--- config.mk ---
export PLATFORM = sky130hd
export DESIGN_NAME = fractional_audio_resampler
export DESIGN_NICKNAME = d
export VERILOG_FILES = /design/src/rtl/far_pkg.sv /design/src/rtl/fractional_audio_resampler.sv /design/src/rtl/far_ctrl.sv /design/src/rtl/far_datapath.sv
export SDC_FILE = /design/constraint.sdc
export NUM_CORES = 1
export LEC_CHECK = 0
export BUFFER_PORTS_ARGS = -buffer_cell sky130_fd_sc_hd__buf_2
export CORE_ASPECT_RATIO = 0.9
export CORE_MARGIN = 5
export CORE_UTILIZATION = 55
export DETAILED_ROUTE_END_ITERATION = 8
export GPL_TIMING_DRIVEN = 0
export PLACE_DENSITY = 0.81
export RECOVER_POWER = 50
export SYNTH_ARGS = -nofsm -noshare
export SYNTH_HDL_FRONTEND = slang
export SYNTH_SLANG_ARGS = --single-unit
--- constraint.sdc ---
create_clock -name clk_i -period 19.4 [get_ports clk_i]
set_input_delay 2.91 -clock clk_i [delete_from_list [all_inputs] [get_ports clk_i]]
set_output_delay 2.91 -clock clk_i [all_outputs]
set_load 0.005 [all_outputs]
--- src/rtl/far_pkg.sv ---
`timescale 1ns / 1ps
// ----------------------------------------------------------------------------
// far_pkg
// Shared widths, register indexes and controller/datapath handshake types
// for the fractional audio resampler.
// ----------------------------------------------------------------------------
package far_pkg;

  // Sample and phase formats
  localparam int unsigned SAMPLE_W     = 16;             // signed Q1.15
  localparam int unsigned PHASE_FRAC_W = 16;
  localparam int unsigned PHASE_W      = PHASE_FRAC_W + 4; // unsigned Q4.16
  localparam int unsigned STEP_W       = 19;             // unsigned Q3.16
  localparam int unsigned MAX_OUT      = 16;
  localparam int unsigned CNT_W        = $clog2(MAX_OUT);

  localparam logic [PHASE_W-1:0] PHASE_ONE = PHASE_W'(1) << PHASE_FRAC_W;

  // Blend product: 17-bit difference by 17-bit (zero-extended) fraction
  localparam int unsigned DIFF_W = SAMPLE_W + 1;
  localparam int unsigned PROD_W = DIFF_W + PHASE_FRAC_W + 1;
  localparam logic signed [PROD_W-1:0] ROUND_HALF =
    PROD_W'(1) << (PHASE_FRAC_W - 1);

  // Configuration port
  localparam int unsigned CFG_IDX_W  = 1;
  localparam int unsigned CFG_DATA_W = STEP_W;
  localparam logic [CFG_IDX_W-1:0] REG_PHASE_STEP  = 1'b0;
  localparam logic [CFG_IDX_W-1:0] REG_INTERP_MODE = 1'b1;

  localparam logic [STEP_W-1:0] PHASE_STEP_RST = STEP_W'(65536);

  localparam logic MODE_LINEAR  = 1'b0;
  localparam logic MODE_NEAREST = 1'b1;

  // Controller to datapath
  typedef struct packed {
    logic capture;  // latch the incoming beat
    logic emit;     // compute one output and load the output register
    logic commit;   // close the current input item
  } far_cmd_t;

  // Datapath to controller
  typedef struct packed {
    logic have_prev;     // a previous sample is held
    logic phase_ge_one;  // read phase already at or past the current sample
    logic stop;          // the output about to be emitted is the final one
    logic out_free;      // output register can take a beat this cycle
  } far_status_t;

endpackage

--- src/rtl/fractional_audio_resampler.sv ---
`timescale 1ns / 1ps
// ----------------------------------------------------------------------------
// fractional_audio_resampler
// Linear / nearest-neighbour sample rate converter on a Q1.15 sample stream.
// ----------------------------------------------------------------------------
// Usage:
//   Input beats carry one signed Q1.15 sample on s_axis_tdata; s_axis_tlast
//   ends a stream. Each beat emits up to 16 outputs whose read position lies
//   between the previous and the current sample, each moving the read phase
//   on by phase_step (Q3.16, old rate over new rate). The first sample of a
//   stream only primes the history. Output beats carry one sample on
//   m_axis_tdata; m_axis_tlast marks the final output of a last beat.
//   Configuration: cfg_we_i writes register cfg_idx_i (0 phase_step,
//   1 interp_mode) from cfg_data_i; write only while the block is idle.
// Sequence:
//   An input beat yields n outputs (0 to 16): the idle state takes the
//   beat, then the run state emits one output per cycle while the output
//   register is free, through the single blend multiplier.
//   s_axis_tready is high only between items.
// Reset: clears history and phase; phase_step returns to 1.0, mode linear.
// Stall: a held output register pauses the output sequence; the last
//   output of an item may wait while the next input beat is taken.
// ----------------------------------------------------------------------------
module fractional_audio_resampler
  import far_pkg::*;
(
  input  logic                  clk_i,
  input  logic                  rst_ni,
  // configuration
  input  logic                  cfg_we_i,
  input  logic [CFG_IDX_W-1:0]  cfg_idx_i,
  input  logic [CFG_DATA_W-1:0] cfg_data_i,
  // input stream
  input  logic                  s_axis_tvalid,
  output logic                  s_axis_tready,
  input  logic [SAMPLE_W-1:0]   s_axis_tdata,   // [15:0] in_sample
  input  logic                  s_axis_tlast,   // in_last
  // output stream
  output logic                  m_axis_tvalid,
  input  logic                  m_axis_tready,
  output logic [SAMPLE_W-1:0]   m_axis_tdata,   // [15:0] out_sample
  output logic                  m_axis_tlast    // run_last
);

  far_cmd_t    cmd;
  far_status_t status;

  far_ctrl u_ctrl (
    .clk_i      (clk_i),
    .rst_ni     (rst_ni),
    .in_valid_i (s_axis_tvalid),
    .in_ready_o (s_axis_tready),
    .status_i   (status),
    .cmd_o      (cmd)
  );

  far_datapath u_datapath (
    .clk_i        (clk_i),
    .rst_ni       (rst_ni),
    .cfg_we_i     (cfg_we_i),
    .cfg_idx_i    (cfg_idx_i),
    .cfg_data_i   (cfg_data_i),
    .in_sample_i  (s_axis_tdata),
    .in_last_i    (s_axis_tlast),
    .cmd_i        (cmd),
    .status_o     (status),
    .out_valid_o  (m_axis_tvalid),
    .out_ready_i  (m_axis_tready),
    .out_sample_o (m_axis_tdata),
    .out_last_o   (m_axis_tlast)
  );

endmodule

--- src/rtl/far_ctrl.sv ---
`timescale 1ns / 1ps
// ----------------------------------------------------------------------------
// far_ctrl
// Sequencer: takes one input beat, then steps the datapath once per output
// beat until the read phase passes the current sample or the output cap is hit.
// ----------------------------------------------------------------------------
module far_ctrl
  import far_pkg::*;
(
  input  logic        clk_i,
  input  logic        rst_ni,
  input  logic        in_valid_i,
  output logic        in_ready_o,
  input  far_status_t status_i,
  output far_cmd_t    cmd_o
);

  localparam logic ST_IDLE = 1'b0;
  localparam logic ST_RUN  = 1'b1;

  logic state_q, state_d;

  // Next state and commands
  always_comb begin
    state_d     = state_q;
    cmd_o       = '0;
    in_ready_o  = 1'b0;
    unique case (state_q)
      ST_IDLE: begin
        in_ready_o = 1'b1;
        if (in_valid_i) begin
          cmd_o.capture = 1'b1;
          state_d       = ST_RUN;
        end
      end
      ST_RUN: begin
        if (!status_i.have_prev || status_i.phase_ge_one) begin
          // no output falls inside this interval
          cmd_o.commit = 1'b1;
          state_d      = ST_IDLE;
        end else if (status_i.out_free) begin
          cmd_o.emit = 1'b1;
          if (status_i.stop) begin
            cmd_o.commit = 1'b1;
            state_d      = ST_IDLE;
          end
        end
      end
      default: state_d = ST_IDLE;
    endcase
  end

  // State register
  always_ff @(posedge clk_i or negedge rst_ni) begin
    if (!rst_ni) begin
      state_q <= ST_IDLE;
    end else begin
      state_q <= state_d;
    end
  end

endmodule

--- src/rtl/far_datapath.sv ---
`timescale 1ns / 1ps
// ----------------------------------------------------------------------------
// far_datapath
// Configuration registers, sample history, read phase, interpolator and
// the output register.
// ----------------------------------------------------------------------------
module far_datapath
  import far_pkg::*;
(
  input  logic                  clk_i,
  input  logic                  rst_ni,
  input  logic                  cfg_we_i,
  input  logic [CFG_IDX_W-1:0]  cfg_idx_i,
  input  logic [CFG_DATA_W-1:0] cfg_data_i,
  input  logic [SAMPLE_W-1:0]   in_sample_i,
  input  logic                  in_last_i,
  input  far_cmd_t              cmd_i,
  output far_status_t           status_o,
  output logic                  out_valid_o,
  input  logic                  out_ready_i,
  output logic [SAMPLE_W-1:0]   out_sample_o,
  output logic                  out_last_o
);

  logic [STEP_W-1:0]   step_q;
  logic                mode_q;
  logic [SAMPLE_W-1:0] prev_q, prev_d;
  logic [SAMPLE_W-1:0] cur_q;
  logic                last_q;
  logic                have_q, have_d;
  logic [PHASE_W-1:0]  phase_q, phase_d;
  logic [CNT_W-1:0]    cnt_q, cnt_d;
  logic                ovld_q;
  logic [SAMPLE_W-1:0] osmp_q;
  logic                olast_q;

  logic [PHASE_W-1:0]      phase_nxt;
  logic [PHASE_W-1:0]      phase_base;
  logic [PHASE_FRAC_W-1:0] frac;
  logic signed [DIFF_W-1:0] diff;
  logic signed [PROD_W-1:0] prod;
  logic signed [PROD_W-1:0] prod_rnd;
  logic [DIFF_W-1:0]        blend;
  logic [SAMPLE_W-1:0]      y;

  // Configuration writes
  always_ff @(posedge clk_i or negedge rst_ni) begin
    if (!rst_ni) begin
      step_q <= PHASE_STEP_RST;
      mode_q <= MODE_LINEAR;
    end else if (cfg_we_i) begin
      unique case (cfg_idx_i)
        REG_PHASE_STEP:  step_q <= cfg_data_i[STEP_W-1:0];
        REG_INTERP_MODE: mode_q <= cfg_data_i[0];
        default: ;
      endcase
    end
  end

  // Phase advance and stop test
  assign phase_nxt = phase_q + PHASE_W'(step_q);
  assign frac      = phase_q[PHASE_FRAC_W-1:0];

  assign status_o.have_prev    = have_q;
  assign status_o.phase_ge_one = (phase_q >= PHASE_ONE);
  assign status_o.stop         = (phase_nxt >= PHASE_ONE) ||
                                 (cnt_q == CNT_W'(MAX_OUT - 1));
  assign status_o.out_free     = !ovld_q || out_ready_i;

  // Linear blend: prev + floor((cur - prev) * frac / 2^16 + 1/2)
  assign diff     = $signed({cur_q[SAMPLE_W-1], cur_q}) -
                    $signed({prev_q[SAMPLE_W-1], prev_q});
  assign prod     = PROD_W'(diff) * $signed({1'b0, frac});
  assign prod_rnd = prod + ROUND_HALF;
  assign blend    = {prev_q[SAMPLE_W-1], prev_q} +
                    prod_rnd[PHASE_FRAC_W +: DIFF_W];

  // Pick interpolated or nearest sample
  always_comb begin
    if (mode_q == MODE_NEAREST) begin
      y = frac[PHASE_FRAC_W-1] ? cur_q : prev_q;
    end else begin
      y = blend[SAMPLE_W-1:0];
    end
  end

  // Per-output and end-of-item state update
  assign phase_base = cmd_i.emit ? phase_nxt : phase_q;

  always_comb begin
    prev_d  = prev_q;
    have_d  = have_q;
    phase_d = phase_q;
    cnt_d   = cnt_q;
    if (cmd_i.emit) begin
      phase_d = phase_nxt;
      cnt_d   = cnt_q + CNT_W'(1);
    end
    if (cmd_i.commit) begin
      cnt_d = '0;
      if (last_q) begin
        prev_d  = '0;
        have_d  = 1'b0;
        phase_d = '0;
      end else begin
        prev_d  = cur_q;
        have_d  = 1'b1;
        phase_d = (phase_base >= PHASE_ONE) ? phase_base - PHASE_ONE : '0;
      end
    end
  end

  always_ff @(posedge clk_i or negedge rst_ni) begin
    if (!rst_ni) begin
      prev_q  <= '0;
      have_q  <= 1'b0;
      phase_q <= '0;
      cnt_q   <= '0;
    end else begin
      prev_q  <= prev_d;
      have_q  <= have_d;
      phase_q <= phase_d;
      cnt_q   <= cnt_d;
    end
  end

  // Hold the accepted beat
  always_ff @(posedge clk_i) begin
    if (cmd_i.capture) begin
      cur_q  <= in_sample_i;
      last_q <= in_last_i;
    end
  end

  // Output register
  always_ff @(posedge clk_i or negedge rst_ni) begin
    if (!rst_ni) begin
      ovld_q <= 1'b0;
    end else if (cmd_i.emit) begin
      ovld_q <= 1'b1;
    end else if (out_ready_i) begin
      ovld_q <= 1'b0;
    end
  end

  always_ff @(posedge clk_i) begin
    if (cmd_i.emit) begin
      osmp_q  <= y;
      olast_q <= last_q && status_o.stop;
    end
  end

  assign out_valid_o  = ovld_q;
  assign out_sample_o = osmp_q;
  assign out_last_o   = olast_q;

endmodule

==> out/qor.csv, run 1 <==
stage,metric,value,unit
worst_setup_path,crit_top_cell,fa_1,
clocking,cts_max_level,3,
detailed_routing,drtPass1Iterations,8,
worst_setup_path,worstSetupEndpointType,flip-flop,
detailed_routing,drtAntennaViolNets,0,
layout,final_cell_mix,"inv_1, fa_1, ha_1, nand2_1, and2_1",
worst_hold_path,hp-class,reg2reg,
placement,gp_congestion,0.979,
worst_setup_path,crit_start,u_datapath.prev_q[1],
layout,final_common_cell,inv_1,
detailed_routing,vias,13000,
detailed_routing,via_per_inst,5.69,
sta,fmax,81.7,MHz
global_route,grt_usage,25.4,%
logic_synthesis,ys_ff_latch,97,
sta,period_minus_slack,12.23,ns
logic_synthesis,synth_top_cell_by_area,fa_1,
sta,max_slew_margin,-134,%
worst_setup_path,crit_slowest_cell,o41ai_1,
sta,holdWs,0.513,ns
clocking,cts_max_path_buffers,2,
global_route,grt_pass1_vias,13900,
detailed_routing,route.detailed.drc,2,
logic_synthesis,yosys-top-cells-area,"fa_1, ha_1, dfrtp_1",
placement,hpwlAfterDp,34600,um
sta,setup_viol,0,
worst_setup_path,crit_path_max_incr_delay,1.05,ns
logic_synthesis,syn_inst,1813,
floorplan,dieHeight,176,um
logic_synthesis,synth-seq-area-share,15.4,%
clocking,clk_latency,0.35,ns
clocking,tritoncts,built,
sta,tightest_slew,3.51,ns
logic_synthesis,muxShareOfSynthArea,2.59,%
worst_hold_path,hold_depth,1,
logic_synthesis,synthXorXnorAreaFrac,3.64,%
floorplan,initial_core_util,56.1,%
worst_setup_path,r2r_end,u_datapath.out_sample_o[15],
sta,fin_skew,0.00986,ns
layout,n_antenna_cell,0,
clocking,clk_pin_slew_worst_paths,0.07,ns
detailed_routing,wire_per_inst,18.6,um
detailed_routing,wl,42700,um
layout,final_cell_area,0.0180,mm^2
floorplan,ios,61,
floorplan,core_area,0.0300,mm^2
sta,final-hold-violation-count,0,
worst_setup_path,r2r_start,u_datapath.prev_q[1],
logic_synthesis,ys_warn_count,0,
floorplan,rows,60,
placement,dp.cells,2277,
floorplan,dieWidth,195,um
global_route,grt_overflow,0,
layout,area_delta_synth_final,6.52,%
logic_synthesis,synth_edf_count,34,
worst_setup_path,arrival,12.31,ns
placement,placed_area,0.0177,mm^2
sta,rsz0062_at_grt,false,
logic_synthesis,async_reset_ff_share,64.9,%
floorplan,die_area,0.0342,mm^2
detailed_routing,drt_iter0_markers,980,
worst_setup_path,critical_path_class,reg2reg,
layout,multi_input_area,0.0125,mm^2
sta,min_period_over_period,63.1,%
worst_setup_path,r2r_cells,36,
layout,num-fill-cells,2525,
logic_synthesis,syn_area_per_cell,9.30,um^2
logic_synthesis,synth_nets,2272,
worst_setup_path,endpoint,u_datapath.out_sample_o[15],
logic_synthesis,synth_simple_gate_area_share,16.2,%
logic_synthesis,synth_cell_types,76,
global_route,grt_max_degree,64,
clocking,cts.repair.resized,0,
worst_setup_path,start_kind,flip-flop,
clocking,cts.hold.buffers_added,0,
logic_synthesis,synth_fa_ha_area_share,42.9,%
run,max_cap_violations,1,
logic_synthesis,synth_top_family_by_area,adder cells,
logic_synthesis,synth_top_area_share,32.0,%
layout,instances_no_fill,2293,
outcome,violations,"design-rule violations, max-capacitance violations, max-slew violations",
global_route,antenna_found_initial,1,
sta,slew_viol_final,64,
layout,seq_area,0.00260,mm^2
worst_hold_path,hold_start,u_datapath.step_q[3],
clocking,cts_setup_buffers,0,
clocking,root_buffer,clkbuf_16,
logic_synthesis,syn_area,0.0169,mm^2
outcome,outcome,finished with violations,
clocking,cts.sinks,97,
placement,numPortBuffers,60,
layout,drive_above_1_share,5.77,%
sta,setup_tns,0,ns
worst_setup_path,cp_max_fo,10,
logic_synthesis,synth-compound-area-share,8.48,%
logic_synthesis,synth_flop_cell,dfrtp_1,
worst_setup_path,reg2reg_slack,7.17,ns
layout,fin_nets,2344,
global_route,grt_pass1_wl,70000,um
clocking,numCtsBuffers,9,
worst_setup_path,required,19.47,ns
metrics by stage:
step	setup WS [ns]	utilization, %
2_1_floorplan	9.87	-
3_3_place_gp	7.85	58.8
3_5_place_dp	7.61	58.9
4_1_cts	7.54	59.9
5_1_grt	6.79	59.8
6_report	7.17	59.8
how the worst min path moves through the flow:
stage,endpoint,slack (ns)
floorplan,u_datapath.step_q[0],0.48
global placement,u_datapath.step_q[12],0.50
detailed placement,u_datapath.step_q[13],0.50
CTS,u_datapath.step_q[13],0.52
global route,u_datapath.step_q[13],0.53
finish,u_datapath.step_q[3],0.51
Yosys cell counts, types with 3 or more instances:
library cell and number:
a211o_1 3, a211oi_1 11, a21boi_0 5, a21o_1 12
a21oi_1 66, a221o_1 3, a31oi_1 7, and2_1 130
and3_1 4, and3b_1 11, buf_1 3, buf_6 3
clkbuf_1 58, dfrtp_1 62, edfxtp_1 34, fa_1 269
ha_1 148, inv_1 395, mux2_2 21, mux2i_1 20
nand2_1 136, nand2b_1 24, nand3_1 24, nand3b_1 21
nand4_1 7, nand4b_1 4, nor2_1 60, nor2_4 4
nor2b_1 35, nor3_1 20, nor3b_1 4, nor4_1 5
o2111a_1 3, o211ai_1 10, o21a_1 10, o21ai_0 48
o21bai_1 7, o22ai_1 5, o31ai_1 4, or3_1 4
xnor2_1 53, xor2_1 17
worst max-delay path, delay by kind of cell (launching register included):
kind                       cells  cell delay (ns)
AOI/OAI and AO/OA             10             4.21
xor gates and xnor gates       4             1.35
adders and majority gates      9             3.92
buffers and inverters          5             0.80
DFF                            1             0.45
muxes                          1             0.10
and+or+nand+nor                7             1.08
routing by layer:
layer / share of wire (%) / track usage (%) / vias up
li1: - / - / 5836
met1: 41 / 33.7 / 6507
met2: 47 / 42.6 / 593
met3: 8.5 / 4.29 / 112
met4: 4.0 / 8.96 / 0
met5: 0 / 0 / -
cell type report:
cell class | count | share of cell area, %
Sequential cell | 97 | 14.5
Timing Repair Buffer | 61 | 1.64
Inverter | 396 | 8.29
Tap cell | 403 | 2.81
Clock inverter | 6 | 0.376
Clock buffer | 10 | 1.28
Multi-Input combinational cell | 1252 | 69.4
Buffer | 68 | 1.74
kinds of logic after synthesis:
kind of cell | after synthesis
and+or+nand+nor | 505
buffers and inverters | 464
adders and majority gates | 417
AOI/OAI and AO/OA | 219
DFF | 97
xor gates and xnor gates | 70
muxes | 41
state kept, by name (all words and copies together) (netlist names):
signal	count
u_datapath.phase_q	20
u_datapath.cur_q	16
u_datapath.out_valid_o	1
u_datapath.out_sample_o	16
u_datapath.last_q	1
u_datapath.mode_q	1
u_datapath.cnt_q	4
u_ctrl.state_q	1
u_datapath.prev_q	16
u_datapath.have_q	1
u_datapath.step_q	19
u_datapath.out_last_o	1
Power of run 1 is left out: the tool's default activity adds up to more than one toggle a clock period on the data nets, which glitch-free logic cannot reach.
==> run 2: changes to the inputs <==
--- a/config.mk
+++ b/config.mk
@@ -5,6 +5,7 @@
 export SDC_FILE = /design/constraint.sdc
 export NUM_CORES = 1
 export LEC_CHECK = 0
+export ABC_AREA = 1
 export BUFFER_PORTS_ARGS = -buffer_cell sky130_fd_sc_hd__buf_2
 export CORE_ASPECT_RATIO = 0.9
 export CORE_MARGIN = 5
==> constraint.sdc (replaced) <==
create_clock -name clk_i -period 11.3 [get_ports clk_i]
set_input_delay 1.695 -clock clk_i [delete_from_list [all_inputs] [get_ports clk_i]]
set_output_delay 1.695 -clock clk_i [all_outputs]
set_load 0.005 [all_outputs]
==> run 2 against run 1 <==
The run ends with max-capacitance violations, max-slew violations left. Clock skew down 0.0017 ns. Largest cell class unchanged. Critical endpoint is now u_datapath.out_sample_o[12]. Sequential cell count did not move. Register-to-register slack worse by 6.6 ns. Routed wire length up 5.2%. Sequential share of layout area shrank 0.13 points. Critical path type unchanged. Setup slack lost 6.6 ns. Design area rose by 0.87%. First-iteration DRC count grew 17%. Synthesized cell count grew 18%. Critical path depth increased by 10. Synthesized area rose by 0.82%.
==> out/qor.csv, run 2 <==
stage,metric,value,unit,change
outcome,outcome,finished with violations,,unchanged
outcome,violations,"max-capacitance violations, max-slew violations",,"was design-rule violations, max-capacitance violations, max-slew violations"
floorplan,dieHeight,177,um,was 176 um
layout,largest_register,u_datapath.phase_q,,unchanged
clocking,cts.sinks,97,,unchanged
layout,final_common_cell,inv_1,,unchanged
floorplan,dieWidth,195,um,about the same
logic_synthesis,ys_warn_count,0,,unchanged
worst_setup_path,crit_top_cell,nand2_1,,was fa_1
detailed_routing,drt_iter0_markers,1144,,was 980
clocking,cts_max_path_buffers,2,,unchanged
logic_synthesis,syn_inst,2145,,was 1813
detailed_routing,route.detailed.drc,0,,was 2
worst_setup_path,critical_path_class,reg2reg,,unchanged
run,max_cap_violations,2,,was 1
logic_synthesis,synth_top_area_share,31.7,%,was 32.0%
logic_synthesis,synth-seq-area-share,15.3,%,was 15.4%
worst_setup_path,worstSetupEndpointType,flip-flop,,unchanged
layout,num-fill-cells,2718,,was 2525
global_route,grt_usage,26.5,%,was 25.4%
global_route,grt_overflow,0,,unchanged
logic_synthesis,syn_area,0.0170,mm^2,was 0.0169 mm^2
layout,fin_nets,2674,,was 2344
worst_setup_path,reg2reg_slack,0.60,ns,was 7.17 ns
floorplan,rows,61,,was 60
clocking,cts_setup_buffers,0,,unchanged
worst_setup_path,arrival,10.80,ns,was 12.31 ns
clocking,cts.repair.resized,0,,unchanged
worst_hold_path,hold_start,u_datapath.have_q,,was u_datapath.step_q[3]
worst_hold_path,hp-class,reg2reg,,unchanged
sta,final-hold-violation-count,0,,unchanged
sta,max_slew_margin,-129,%,was -134%
detailed_routing,via_per_inst,5.39,,was 5.69
floorplan,core_area,0.0307,mm^2,was 0.0300 mm^2
logic_synthesis,yosysMostFrequentCell,inv_1,,unchanged
sta,fin_skew,0.00815,ns,was 0.00986 ns
worst_setup_path,start_kind,flip-flop,,unchanged
logic_synthesis,synth_cell_types,48,,was 76
floorplan,initial_core_util,55.4,%,was 56.1%
worst_setup_path,critical-path-top-delay-family,adder cells,,was compound AO/OA/AOI/OAI gates
worst_setup_path,r2r_cells,46,,was 36
worst_setup_path,required,11.39,ns,was 19.47 ns
clocking,clk_latency,0.36,ns,was 0.35 ns
floorplan,die_area,0.0345,mm^2,was 0.0342 mm^2
sta,rsz0062_at_grt,true,,was false
clocking,tritoncts,built,,unchanged
logic_synthesis,synth_top_cell_by_area,fa_1,,unchanged
placement,numPortBuffers,60,,unchanged
sta,period_minus_slack,10.70,ns,was 12.23 ns
sta,tightest_slew,3.43,ns,was 3.51 ns
logic_synthesis,syn_area_per_cell,7.92,um^2,was 9.30 um^2
detailed_routing,wl,44900,um,was 42700 um
logic_synthesis,async_reset_ff_share,64.9,%,unchanged
layout,drive_above_1_share,6.31,%,was 5.77%
global_route,grt_max_degree,64,,unchanged
logic_synthesis,synth_nets,2604,,was 2272
logic_synthesis,netlist_top_cells_count,"inv_1, nand2_1, fa_1",,"was inv_1, fa_1, ha_1"
layout,area_delta_synth_final,6.57,%,was 6.52%
sta,slew_viol_final,91,,was 64
sta,min_period_over_period,94.7,%,was 63.1%
detailed_routing,wire_per_inst,17.1,um,was 18.6 um
worst_setup_path,crit_slowest_cell,fa_1,,was o41ai_1
placement,gp_congestion,0.958,,was 0.979
worst_hold_path,hold_end,u_datapath.have_q,,was u_datapath.step_q[3]
logic_synthesis,synth_flop_cell,dfrtp_1,,unchanged
worst_setup_path,crit_path_max_incr_delay,0.55,ns,was 1.05 ns
logic_synthesis,yosys-top-cells-area,"fa_1, inv_1, ha_1",,"was fa_1, ha_1, dfrtp_1"
layout,top_regs,"u_datapath.phase_q x20, u_datapath.step_q x19",,unchanged
layout,fin_util,59.0,%,was 59.8%
worst_setup_path,cp_max_fo,10,,unchanged
worst_setup_path,r2r_start,u_datapath.cur_q[4],,was u_datapath.prev_q[1]
placement,hpwlAfterDp,38400,um,was 34600 um
layout,largest_reg_flops,20,,unchanged
worst_setup_path,critPathBufInv,8,,was 5
worst_setup_path,r2r_end,u_datapath.out_sample_o[12],,was u_datapath.out_sample_o[15]
worst_hold_path,hold_depth,2,,was 1
global_route,grt_pass1_wl,73100,um,was 70000 um
detailed_routing,drtAntennaViolNets,0,,unchanged
detailed_routing,drtPass1Iterations,5,,was 8
clocking,numCtsBuffers,9,,unchanged
sta,fmax,93.4,MHz,was 81.7 MHz
clocking,root_buffer,clkbuf_16,,unchanged
global_route,antenna_found_initial,1,,unchanged
clocking,clk_pin_slew_worst_paths,0.07,ns,about the same
clocking,cts_max_level,3,,unchanged
layout,final_cell_mix,"inv_1, nand2_1, fa_1, nor2_1, ha_1",,"was inv_1, fa_1, ha_1, nand2_1, and2_1"
logic_synthesis,synth_edf_count,34,,unchanged
logic_synthesis,ys_ff_latch,97,,unchanged
floorplan,ios,61,,unchanged
clocking,cts.hold.buffers_added,0,,unchanged
global_route,grt_pass1_vias,14500,,was 13900
detailed_routing,vias,14200,,was 13000
sta,setup_viol,0,,unchanged
layout,n_antenna_cell,0,,unchanged
-- run 2: changes by cell type after synthesis, moves of 28 or more --
| cell | change |
|---|---|
| a21oi_1 | +28 |
| and2_1 | -127 |
| inv_1 | +136 |
| nand2_1 | +277 |
| nand3_1 | +46 |
| nor2_1 | +177 |
| nor2b_1 | -35 |
| xnor2_1 | -37 |
-- run 2: final cells by class --
cell class | instances | area [um^2] | share of cell area (%)
Inverter | 540 | 2030 | 11.2
Multi-Input combinational cell | 1462 | 12200 | 67.2
Buffer | 45 | 204 | 1.13
Clock buffer | 11 | 254 | 1.40
Timing Repair Buffer | 60 | 295 | 1.63
Sequential cell | 97 | 2600 | 14.4
Tap cell | 409 | 512 | 2.83
Clock inverter | 5 | 51.3 | 0.283
-- run 2: worst max-delay path by stage --
stage / start / to / slack [ns] / depth (start not counted)
after floorplan: u_datapath.prev_q[1] / u_datapath.out_sample_o[12] / 2.78 / 47
after global placement: u_datapath.cur_q[0] / u_datapath.out_sample_o[12] / 0.25 / 47
after detailed placement: u_datapath.cur_q[0] / u_datapath.out_sample_o[12] / 0.20 / 47
after CTS: u_datapath.cur_q[0] / u_datapath.out_sample_o[12] / 0.13 / 47
after global routing: u_datapath.prev_q[4] / u_datapath.out_sample_o[12] / -0.12 / 47
final: u_datapath.cur_q[4] / u_datapath.out_sample_o[12] / 0.60 / 46
-- run 2: per-layer routing --
layer	routed length, um	global-route usage, %
met1	18100	35.5
met2	20600	43.1
met3	4860	6.64
met4	1330	7.74
met5	7	0
-- run 2: metrics by stage --
step | std cells | TNS (ns) | instance area (um^2) | hold slack, ns | worst slack (ns)
finish | 2629 | 0 | 18100 | 0.498 | 0.596
global placement | 2614 | 0 | 17800 | 0.475 | 0.249
detailed placement | 2614 | 0 | 17800 | 0.466 | 0.202
floorplan | 2145 | 0 | 17000 | 0.450 | 2.78
global route | 2629 | -0.123 | 18100 | 0.527 | -0.123
CTS | 2630 | 0 | 18100 | 0.491 | 0.132
-- run 2: cell families (layout without fill, tap and decap cells) --
kind of cell	count (synthesis)	after routing	share of synthesized area (%)
flip-flops	97	97	15.3
buffers and inverters	586	661	13.2
AND/OR/NAND/NOR	768	768	18.4
adder cells (fa/ha/maj)	417	417	42.6
multiplexers	18	18	1.19
XOR/XNOR	43	43	2.26
AO/OA/AOI/OAI	216	216	7.05
-- run 2: worst register-to-register path: cells and delay by family, from the launching register on --
family          cells  cell delay, ns
buf+inv             8            0.79
fa+ha+maj          10            4.42
xor+xnor            1            0.16
compound gates     14            2.85
flops               1            0.46
simple gates       13            1.74
Power of run 2 is left out for the same reason.
==> run 3: changes to the inputs <==
--- a/config.mk
+++ b/config.mk
@@ -6,13 +6,14 @@
 export NUM_CORES = 1
 export LEC_CHECK = 0
 export ABC_AREA = 1
-export BUFFER_PORTS_ARGS = -buffer_cell sky130_fd_sc_hd__buf_2
+export CAP_MARGIN = 20
 export CORE_ASPECT_RATIO = 0.9
 export CORE_MARGIN = 5
 export CORE_UTILIZATION = 55
 export DETAILED_ROUTE_END_ITERATION = 8
+export DONT_BUFFER_PORTS = 1
 export GPL_TIMING_DRIVEN = 0
-export PLACE_DENSITY = 0.81
+export PLACE_DENSITY = 0.79
 export RECOVER_POWER = 50
 export SYNTH_ARGS = -nofsm -noshare
 export SYNTH_HDL_FRONTEND = slang
==> run 3 against run 2 <==
The run now ends clean. First-iteration DRC count rose by 5.2%. Final cell count is 2.2% lower. Critical path type unchanged. Critical path depth increased by 1. Via count decreased by 1.3%. Utilization decreased by 0.87 points. Setup slack better by 0.085 ns. Sequential cell count is the same. Global-route usage up 0.52 points. Die area did not move. Maximum frequency increased by 0.80%. Non-clock buffer count down 60. Worst hold slack improved by 0.017 ns.
==> out/qor.csv, run 3 (synthesis gave the netlist of run 2 again) <==
stage,metric,value,unit,change
outcome,outcome,"finished, final reports clean",,was finished with violations
worst_setup_path,critical_path_class,reg2reg,,unchanged
placement,dp.cells,2554,,was 2614
sta,setup_ws,0.681,ns,was 0.596 ns
layout,instances_no_fill,2570,,was 2629
worst_setup_path,crit_top_cell,nand2_1,,unchanged
floorplan,initial_core_util,55.4,%,unchanged
worst_setup_path,arrival,10.73,ns,was 10.80 ns
placement,numPortBuffers,0,,was 60
global_route,grt_max_degree,64,,unchanged
layout,top_regs,"u_datapath.phase_q x20, u_datapath.step_q x19",,unchanged
sta,min_period_over_period,94.0,%,was 94.7%
clocking,cts_setup_buffers,0,,unchanged
worst_hold_path,hp-class,reg2reg,,unchanged
detailed_routing,vias,14000,,was 14200
clocking,cts_max_level,3,,unchanged
global_route,grt_usage,27.0,%,was 26.5%
placement,hpwlAfterDp,38800,um,was 38400 um
layout,fin_util,58.1,%,was 59.0%
layout,largest_register,u_datapath.phase_q,,unchanged
clocking,clk_pin_slew_worst_paths,0.08,ns,was 0.07 ns
clocking,tritoncts,built,,unchanged
detailed_routing,drtPass1Iterations,8,,was 5
worst_setup_path,required,11.41,ns,was 11.39 ns
worst_setup_path,crit_path_max_incr_delay,0.55,ns,about the same
floorplan,rows,61,,unchanged
sta,period_minus_slack,10.62,ns,was 10.70 ns
sta,setup_viol,0,,unchanged
global_route,grt_overflow,0,,unchanged
layout,final_cell_area,0.0178,mm^2,was 0.0181 mm^2
layout,area_delta_synth_final,5.00,%,was 6.57%
placement,gp_congestion,0.994,,was 0.958
sta,fin_skew,0.0103,ns,was 0.00815 ns
sta,final-hold-violation-count,0,,unchanged
worst_setup_path,cp_max_fo,10,,unchanged
detailed_routing,via_per_inst,5.44,,was 5.39
detailed_routing,wl,45300,um,was 44900 um
floorplan,core_area,0.0307,mm^2,unchanged
detailed_routing,drt_iter0_markers,1204,,was 1144
placement,pre_cts_ws,0.258,ns,was 0.202 ns
layout,final_cell_mix,"inv_1, nand2_1, fa_1, nor2_1, ha_1",,unchanged
layout,drive_above_1_share,4.07,%,was 6.31%
run,max_cap_violations,0,,was 2
clocking,clk_latency,0.37,ns,was 0.36 ns
floorplan,ios,61,,unchanged
sta,tightest_slew,0.977,ns,was 3.43 ns
floorplan,dieWidth,195,um,unchanged
clocking,cts.repair.resized,0,,unchanged
sta,slew_viol_final,0,,was 91
clocking,numCtsBuffers,9,,unchanged
clocking,cts.hold.buffers_added,0,,unchanged
floorplan,die_area,0.0345,mm^2,unchanged
floorplan,dieHeight,177,um,unchanged
detailed_routing,route.detailed.drc,0,,unchanged
layout,largest_reg_flops,20,,unchanged
global_route,antenna_found_initial,0,,was 1
placement,placed_area,0.0175,mm^2,was 0.0178 mm^2
global_route,grt_pass1_vias,14300,,was 14500
clocking,cts.sinks,97,,unchanged
detailed_routing,wire_per_inst,17.6,um,was 17.1 um
clocking,cts_max_path_buffers,2,,unchanged
sta,max_slew_margin,34.6,%,was -129%
worst_setup_path,crit_slowest_cell,fa_1,,unchanged
global_route,grt_pass1_wl,74100,um,was 73100 um
sta,fmax,94.2,MHz,was 93.4 MHz
worst_setup_path,worstSetupEndpointType,flip-flop,,unchanged
layout,fin_nets,2614,,was 2674
layout,final_common_cell,inv_1,,unchanged
worst_setup_path,start_kind,flip-flop,,unchanged
detailed_routing,drtAntennaViolNets,0,,unchanged
clocking,root_buffer,clkbuf_16,,unchanged
## run 3: cell types whose count changed in the layout (fill, tap and decap cells not counted), sizes merged
cell	before	now
buf	65	11
bufinv	1	0
clkbuf	51	43
clkinv	7	8
clkinvlp	1	0
diode	0	1
inv	536	539
## run 3: worst paths after layout
path / from / to / slack, ns / depth (start not counted)
setup / recovery: u_datapath.prev_q[4] / u_datapath.out_sample_o[12] / 0.68 / 47
hold / removal: u_datapath.have_q / u_datapath.have_q / 0.52 / 2
setup reg to reg: u_datapath.prev_q[4] / u_datapath.out_sample_o[12] / 0.68 / 47
hold reg to reg: u_datapath.have_q / u_datapath.have_q / 0.52 / 2
max in group asynchronous: rst_ni / u_datapath.step_q[16] / 10.12 / 0
min in group asynchronous: rst_ni / u_datapath.step_q[17] / 1.02 / 0
## run 3: per-layer routing
layer / up-vias / GRT usage, % / share of wire (%)
li1: 6486 / - / -
met1: 6748 / 37.0 / 41
met2: 641 / 43.0 / 45
met3: 117 / 6.62 / 11
met4: 0 / 8.32 / 3.4
met5: - / 0 / 0
## run 3: layout make-up
class                   instances  area [um^2]
plain buffers                  45          209
clock inverters                 7         73.8
inverters                     540         2030
multi-input cells            1462        12200
well taps                     409          512
clock buffers                   9          225
flip-flops and latches         97         2600
diodes                          1         2.50
fillers                      2696        12800
## run 3: critical path, delay by kind of cell (launching register included)
| kind | cells | cell delay [ns] |
|---|---|---|
| AO/OA/AOI/OAI | 11 | 2.10 |
| AND/OR/NAND/NOR | 16 | 2.25 |
| XOR/XNOR | 1 | 0.20 |
| flip-flops | 1 | 0.38 |
| buffers and inverters | 9 | 0.95 |
| adder cells (fa/ha/maj) | 10 | 4.48 |
## run 3: through the flow
stage | setup TNS (ns) | hold WS, ns
floorplan | 0 | 0.450
global placement | 0 | 0.475
detailed placement | 0 | 0.499
CTS | 0 | 0.525
global route | -0.0442 | 0.541
finish | 0 | 0.515
Power of run 3 is left out for the same reason.
